===== config.mk =====
export PLATFORM = sky130hd
export DESIGN_NAME = tpct_cfg
export DESIGN_NICKNAME = d
export VERILOG_FILES = /design/src/rtl/core/tpct_pkg.sv /design/src/rtl/core/tpct_cfg.sv
export SDC_FILE = /design/constraint.sdc
export NUM_CORES = 1
export LEC_CHECK = 0
export BUFFER_PORTS_ARGS = -buffer_cell sky130_fd_sc_hd__buf_4
export CORE_MARGIN = 5
export CORE_UTILIZATION = 50
export DETAILED_ROUTE_END_ITERATION = 8
export MAX_ROUTING_LAYER = met4
export PLACE_DENSITY = 0.79
export SYNTH_ARGS = -nofsm -noshare
export SYNTH_HDL_FRONTEND = slang
export SYNTH_SLANG_ARGS = --single-unit

===== constraint.sdc =====
create_clock -name clk_i -period 2.5 [get_ports clk_i]
set_input_delay 0.5 -clock clk_i [delete_from_list [all_inputs] [get_ports clk_i]]
set_output_delay 0.5 -clock clk_i [all_outputs]
set_load 0.01 [all_outputs]

===== src/rtl/core/tpct_pkg.sv =====
// ----------------------------------------------------------------------------
// Triangle pixel coverage test - package
// Field widths, register map codes, configuration struct and helpers.
// ----------------------------------------------------------------------------
package tpct_pkg;

  // Field widths
  localparam int PIX_W  = 12;
  localparam int DIM_W  = 13;
  localparam int VTX_W  = 21;

  // Parameter defaults
  localparam int MAX_DIM_DEF   = 4096;
  localparam int FRAC_BITS_DEF = 8;

  // Configuration port
  localparam int ADDR_W    = 5;
  localparam int DATA_W    = 32;
  localparam int DIM_RESET = 256;

  // Stream payload widths (padded to whole bytes)
  localparam int TDATA_IN_W  = 24;
  localparam int TDATA_OUT_W = 32;

  // Register index codes, word address paddr[4:2]
  typedef enum logic [2:0] {
    REG_IMAGE_WIDTH  = 3'd0,
    REG_IMAGE_HEIGHT = 3'd1,
    REG_VERTEX0_X    = 3'd2,
    REG_VERTEX0_Y    = 3'd3,
    REG_VERTEX1_X    = 3'd4,
    REG_VERTEX1_Y    = 3'd5,
    REG_VERTEX2_X    = 3'd6,
    REG_VERTEX2_Y    = 3'd7
  } tpct_reg_e;

  // Triangle and raster setup
  typedef struct packed {
    logic [DIM_W-1:0] image_width;
    logic [DIM_W-1:0] image_height;
    logic [VTX_W-1:0] vertex0_x;
    logic [VTX_W-1:0] vertex0_y;
    logic [VTX_W-1:0] vertex1_x;
    logic [VTX_W-1:0] vertex1_y;
    logic [VTX_W-1:0] vertex2_x;
    logic [VTX_W-1:0] vertex2_y;
  } tpct_cfg_t;

  // Larger of two elaboration-time integers
  function automatic int max_i(input int a, input int b);
    return (a > b) ? a : b;
  endfunction

endpackage


===== src/rtl/core/tpct_cfg.sv =====
// ----------------------------------------------------------------------------
// Triangle pixel coverage test - configuration registers
// APB-style register file holding the raster size and the three vertices.
// ----------------------------------------------------------------------------
module tpct_cfg (
  input  logic                       clk_i,
  input  logic                       rst_ni,
  input  logic                       psel,
  input  logic                       penable,
  input  logic                       pwrite,
  input  logic [tpct_pkg::ADDR_W-1:0] paddr,
  input  logic [tpct_pkg::DATA_W-1:0] pwdata,
  output logic [tpct_pkg::DATA_W-1:0] prdata,
  output logic                       pready,
  output tpct_pkg::tpct_cfg_t        cfg_o
);

  tpct_pkg::tpct_cfg_t cfg_q;
  tpct_pkg::tpct_reg_e reg_sel;
  logic                wr_en;

  assign pready  = 1'b1;
  assign reg_sel = tpct_pkg::tpct_reg_e'(paddr[4:2]);
  assign wr_en   = psel && penable && pwrite && pready;

  // Register write, values truncated to the field width
  always_ff @(posedge clk_i or negedge rst_ni) begin
    if (!rst_ni) begin
      cfg_q.image_width  <= tpct_pkg::DIM_W'(tpct_pkg::DIM_RESET);
      cfg_q.image_height <= tpct_pkg::DIM_W'(tpct_pkg::DIM_RESET);
      cfg_q.vertex0_x    <= '0;
      cfg_q.vertex0_y    <= '0;
      cfg_q.vertex1_x    <= '0;
      cfg_q.vertex1_y    <= '0;
      cfg_q.vertex2_x    <= '0;
      cfg_q.vertex2_y    <= '0;
    end else if (wr_en) begin
      unique case (reg_sel)
        tpct_pkg::REG_IMAGE_WIDTH:  cfg_q.image_width  <= pwdata[tpct_pkg::DIM_W-1:0];
        tpct_pkg::REG_IMAGE_HEIGHT: cfg_q.image_height <= pwdata[tpct_pkg::DIM_W-1:0];
        tpct_pkg::REG_VERTEX0_X:    cfg_q.vertex0_x    <= pwdata[tpct_pkg::VTX_W-1:0];
        tpct_pkg::REG_VERTEX0_Y:    cfg_q.vertex0_y    <= pwdata[tpct_pkg::VTX_W-1:0];
        tpct_pkg::REG_VERTEX1_X:    cfg_q.vertex1_x    <= pwdata[tpct_pkg::VTX_W-1:0];
        tpct_pkg::REG_VERTEX1_Y:    cfg_q.vertex1_y    <= pwdata[tpct_pkg::VTX_W-1:0];
        tpct_pkg::REG_VERTEX2_X:    cfg_q.vertex2_x    <= pwdata[tpct_pkg::VTX_W-1:0];
        tpct_pkg::REG_VERTEX2_Y:    cfg_q.vertex2_y    <= pwdata[tpct_pkg::VTX_W-1:0];
      endcase
    end
  end

  // Read mux
  always_comb begin
    unique case (reg_sel)
      tpct_pkg::REG_IMAGE_WIDTH:  prdata = tpct_pkg::DATA_W'(cfg_q.image_width);
      tpct_pkg::REG_IMAGE_HEIGHT: prdata = tpct_pkg::DATA_W'(cfg_q.image_height);
      tpct_pkg::REG_VERTEX0_X:    prdata = tpct_pkg::DATA_W'(cfg_q.vertex0_x);
      tpct_pkg::REG_VERTEX0_Y:    prdata = tpct_pkg::DATA_W'(cfg_q.vertex0_y);
      tpct_pkg::REG_VERTEX1_X:    prdata = tpct_pkg::DATA_W'(cfg_q.vertex1_x);
      tpct_pkg::REG_VERTEX1_Y:    prdata = tpct_pkg::DATA_W'(cfg_q.vertex1_y);
      tpct_pkg::REG_VERTEX2_X:    prdata = tpct_pkg::DATA_W'(cfg_q.vertex2_x);
      tpct_pkg::REG_VERTEX2_Y:    prdata = tpct_pkg::DATA_W'(cfg_q.vertex2_y);
    endcase
  end

  assign cfg_o = cfg_q;

endmodule


==> After elaboration in Yosys (flattened, before gate mapping) <==
Index checks and enable logic that the tools add are counted.
{ "word_totals": {"elab_cells": 27, "register_bits": 152} }
{ "classes": {"n_eq_ne": 7, "mux": 1, "reduce_logical": 11} }
{ "ops": {"columns": ["operator", "n"], "rows": [
  ["$pmux 32 s8", 1],
  ["$reduce_and 2->1", 8],
  ["$eq 3x3->1 const B", 4],
  ["$eq 3x2->1 const B", 2],
  ["$eq 3x1->1 const B", 1],
  ["$logic_not 3->1", 1],
  ["$logic_and 1x1->1", 2]
]} }

==> Logic depth before layout (Yosys ltp) <==
{ "depth": {"word_depth": 3, "depth_mapped": 6, "mapped_depth_nobuf": 3} }

==> Worst setup path before layout <==
Ideal clock, no wire load.
{ "synth_timing": {"kind": "input to output", "from": "input port paddr[2] (netlist bit)", "to": "output port prdata[15] (netlist bit)", "setup_slack_ns": 0.290, "t_arrival_ns": 1.710, "t_required_ns": 2.000, "path_stages": 6, "cell_sequence": "buf_2 > buf_4 > buf_1 > mux2i_1 > nor2_1 > a221o_1"} }
{ "synth_between": {"elab_chain_cells": 2} }
{ "synth_rtl": {"columns": ["element", "line", "source"], "rows": [
  ["from (decl)", "tpct_cfg.sv:11", "input logic [tpct_pkg::ADDR_W-1:0] paddr,"],
  ["$eq 3x3->1 (tied with other cells)", "tpct_cfg.sv:53", "unique case (reg_sel)"],
  ["$pmux 32 s8 (*)", "tpct_cfg.sv:53", null],
  ["to (decl)", "tpct_cfg.sv:13", "output logic [tpct_pkg::DATA_W-1:0] prdata,"]
]} }
Every way passes the cells marked *; elsewhere a longest branch is shown, timed or not. The select of a mux whose other input is x is not followed.

==> Final worst setup path <==
{ "layout_timing": {"from": "input port paddr[3] (netlist bit)", "to": "output port prdata[20] (netlist bit)"} }
Same word-level chain as after synthesis.

==> results_dict.tcl <==
set metrics [dict create \
    run_status "complete, no violations" \
    synth_adder_area_share_pct 0 \
    min_period_over_period_pct 95.14 \
    cts_tree "built" \
    timing.critical_path.arrival_ns 1.88 \
    yosys_register_bits 152 \
    ys.flop_type "dfrtp_1" \
    global_route.overflow_total 0 \
    antenna_found_initial 0 \
    min_period_ns 2.378 \
    initialDrtViolationCount 289 \
    p_sw_share_pct 29.11 \
    initial_utilization_pct 50.96 \
    count_of_vias_placed_by_the_detailed_router 5091 \
    maximum_number_of_pins_on_one_net_before_global_route_repair 62 \
    post_synth_xor_area_fraction_pct 0 \
    port_buffers 201 \
    synth.cells.most_frequent "dfrtp_1, mux2_2, mux2i_1, buf_2" \
    synth-simple-area-share_pct 2.255 \
    sequentialPowerShare_pct 43.4 \
    timing_hold_violations_final 0 \
    synth_edf_count 0 \
    fillers 1012 \
    cts.repair.resized 0 \
    unrepaired_setup_endpoints_after_global_routing "no" \
    synth_mux_area_share_pct 33.33 \
    synth_cells 500 \
    groute.usage.overall_pct 25.54 \
    detail_route.vias_per_cell 5.619 \
    p_leak_nw 4.649 \
    synthArstFlopShare_pct 100.0 \
    totalWireLength_um 20180 \
    row_count 43 \
    pwr-share-clk_pct 28.9 \
    maxCapViolations 0 \
    synth-compound-area-share_pct 5.984 \
    drtAntennaViolNets 0 \
    antenna-diode-count 0 \
    utilization_of_the_core_after_routing_pct 67.62 \
    pin_count 227 \
    floorplan.die_area_um2 16570 \
    netlist.top_cell.by_area "dfrtp_1" \
    timing.hold.worst.class "in -> async" \
    dpl.hpwl_um 14180 \
    finalSetupTns_ns 0 \
    endpoint_kind "primary output" \
    drive_gt1_share_pct 58.82 \
    cts_htree_levels 4 \
    r2r-start "cfg_o[122]$_DFFE_PN0P_" \
    path_max_fanout 21 \
    startpoint "paddr[3]" \
    die_h_um 128.7 \
    number_of_nets_in_the_finished_design 757 \
    avgRoutedWirePerCell_um 22.27 \
    setup_slack_placement_ns 0.1268 \
    drt_first_pass_iters 5 \
    gp_congestion 0.8739 \
    critPathLaunchType "input port" \
    synth-seq-area-share_pct 54.01 \
    powerDensity_nw_per_um2 833.3 \
    floorplan.core_area_um2 13830 \
    post_synth_main_area_contributors "dfrtp_1, mux2_2, mux2i_1, mux2_4, buf_2" \
    synth_top_family_by_area "multiplexers" \
    remaining_drcs 0 \
    maximum_root_to_sink_buffer_count 2 \
    postCtsSetupRepairBufs 0 \
    grt_pass1_wl_um 31220 \
    worst_slew_pin_slew_ns 0.5993 \
    worst_ir_drop_on_vdd_mv 0.4869 \
    number_of_buffers_added_by_the_clock_tree_synthesis_step 17 \
    setup.worst_path.class "in -> out" \
    largest_register_ffs 152 \
    pwr-share-comb_pct 27.8 \
    internal_power_w 0.005524 \
    power_switching_w 0.002268 \
    yosys_warnings 0 \
    yosysTopAreaCellShare_pct 53.27 \
    slack_of_the_critical_path_ns 0.1215 \
    worstSkewPairLatency_ns 0.41 \
    report.power.total_w 0.007791 \
    synthDistinctLibCells 31 \
    netlist_area_um2 7047 \
    clock_sink_count 152 \
    synth.avg_cell_area_um2 14.09 \
    final-max-slew-violation-count 0 \
    first_global_vias 5497 \
    final.setup_skew_ns 0 \
    area_growth_syn_to_layout_pct 32.69 \
    setup_viol 0 \
    clk_transition_reported_paths_ns 0.05 \
    fmax_mhz 420.4 \
    post_cts_hold_buffer_count 0 \
    cts.root.buffer_cell "clkbuf_16" \
    critPathRequiredTime_ns 2.00 \
    maxSlewHeadroom_pct 60.05 \
    post-synth-top-count-cell "dfrtp_1" \
    floorplan.die.width_um 128.7 \
]
-- routing by layer --
layer	wire length [µm]	track usage (%)	vias up
li1	-	-	2246
met1	8245	32.26	2602
met2	10000	39.33	196
met3	1367	6.102	47
met4	563	11.30	0
met5	0	-	-
-- per-stage QoR --
step / instances / hold WS (ns) / cell area [µm²]
floorplan: 510 / 0.2044 / 7084
global placement: 876 / 0.5138 / 8841
detailed placement: 876 / 0.5236 / 8841
CTS: 906 / 0.08432 / 9350
global route: 906 / 0.1087 / 9350
finish: 906 / 0.06985 / 9350
-- logic make-up after synthesis --
logic type	count (synthesis)
mux	207
flops	152
buf+inv	56
compound gates	55
simple gates	28
other cells	2
-- final timing paths --
kind / to / slack [ns] / depth (start not counted)
max reg2reg: cfg_o[122]$_DFFE_PN0P_ / 1.63 / 1
min in group clk_i: cfg_o[123]$_DFFE_PN0P_ / 0.36 / 2
min reg2reg: cfg_o[57]$_DFFE_PN0P_ / 0.54 / 1
max: prdata[20] / 0.12 / 5
max in group asynchronous: cfg_o[93]$_DFFE_PN0P_ / 1.70 / 2
min: cfg_o[58]$_DFFE_PN0P_ / 0.07 / 1
-- power by group through the flow --
stage                     Combinational (W)  Clock, W  Sequential (W)
after floorplan                    0.000814         0         0.00353
after CTS                           0.00219   0.00229         0.00337
after global routing                0.00232   0.00241         0.00344
after global placement              0.00213         0         0.00338
final                               0.00216   0.00225         0.00338
after detailed placement            0.00218         0         0.00341
-- worst max-delay path, cell delays in order --
cell,delay [ns]
buf_4,0.29
buf_4,0.25
nand2b_1,0.27
o21ai_0,0.37
buf_4,0.19
-- layout make-up --
| class | instances | area (µm²) | area share (%) |
|---|---|---|---|
| multi-input cells | 302 | 2989 | 31.97 |
| well taps | 180 | 225.2 | 2.409 |
| flip-flops and latches | 152 | 3806 | 40.71 |
| clock inverters | 4 | 20.02 | 0.2141 |
| inverters | 10 | 37.54 | 0.4014 |
| clock buffers | 26 | 489.2 | 5.232 |
| repair buffers | 232 | 1783 | 19.07 |
-- placed cells by master, fill, tap and decap left out, types with 10 or more instances in the layout --
cell | synthesis | layout
buf_4 | 13 | 228
dfrtp_1 | 150 | 150
mux2_2 | 149 | 149
mux2i_1 | 43 | 43
clkbuf_16 | 0 | 17
a221oi_1 | 13 | 13
o22ai_1 | 13 | 13
o22a_1 | 13 | 13
conb_1 | 2 | 12
inv_1 | 10 | 10
mux2_4 | 10 | 10
No activity file was read; power rests on OpenSTA's default activity.
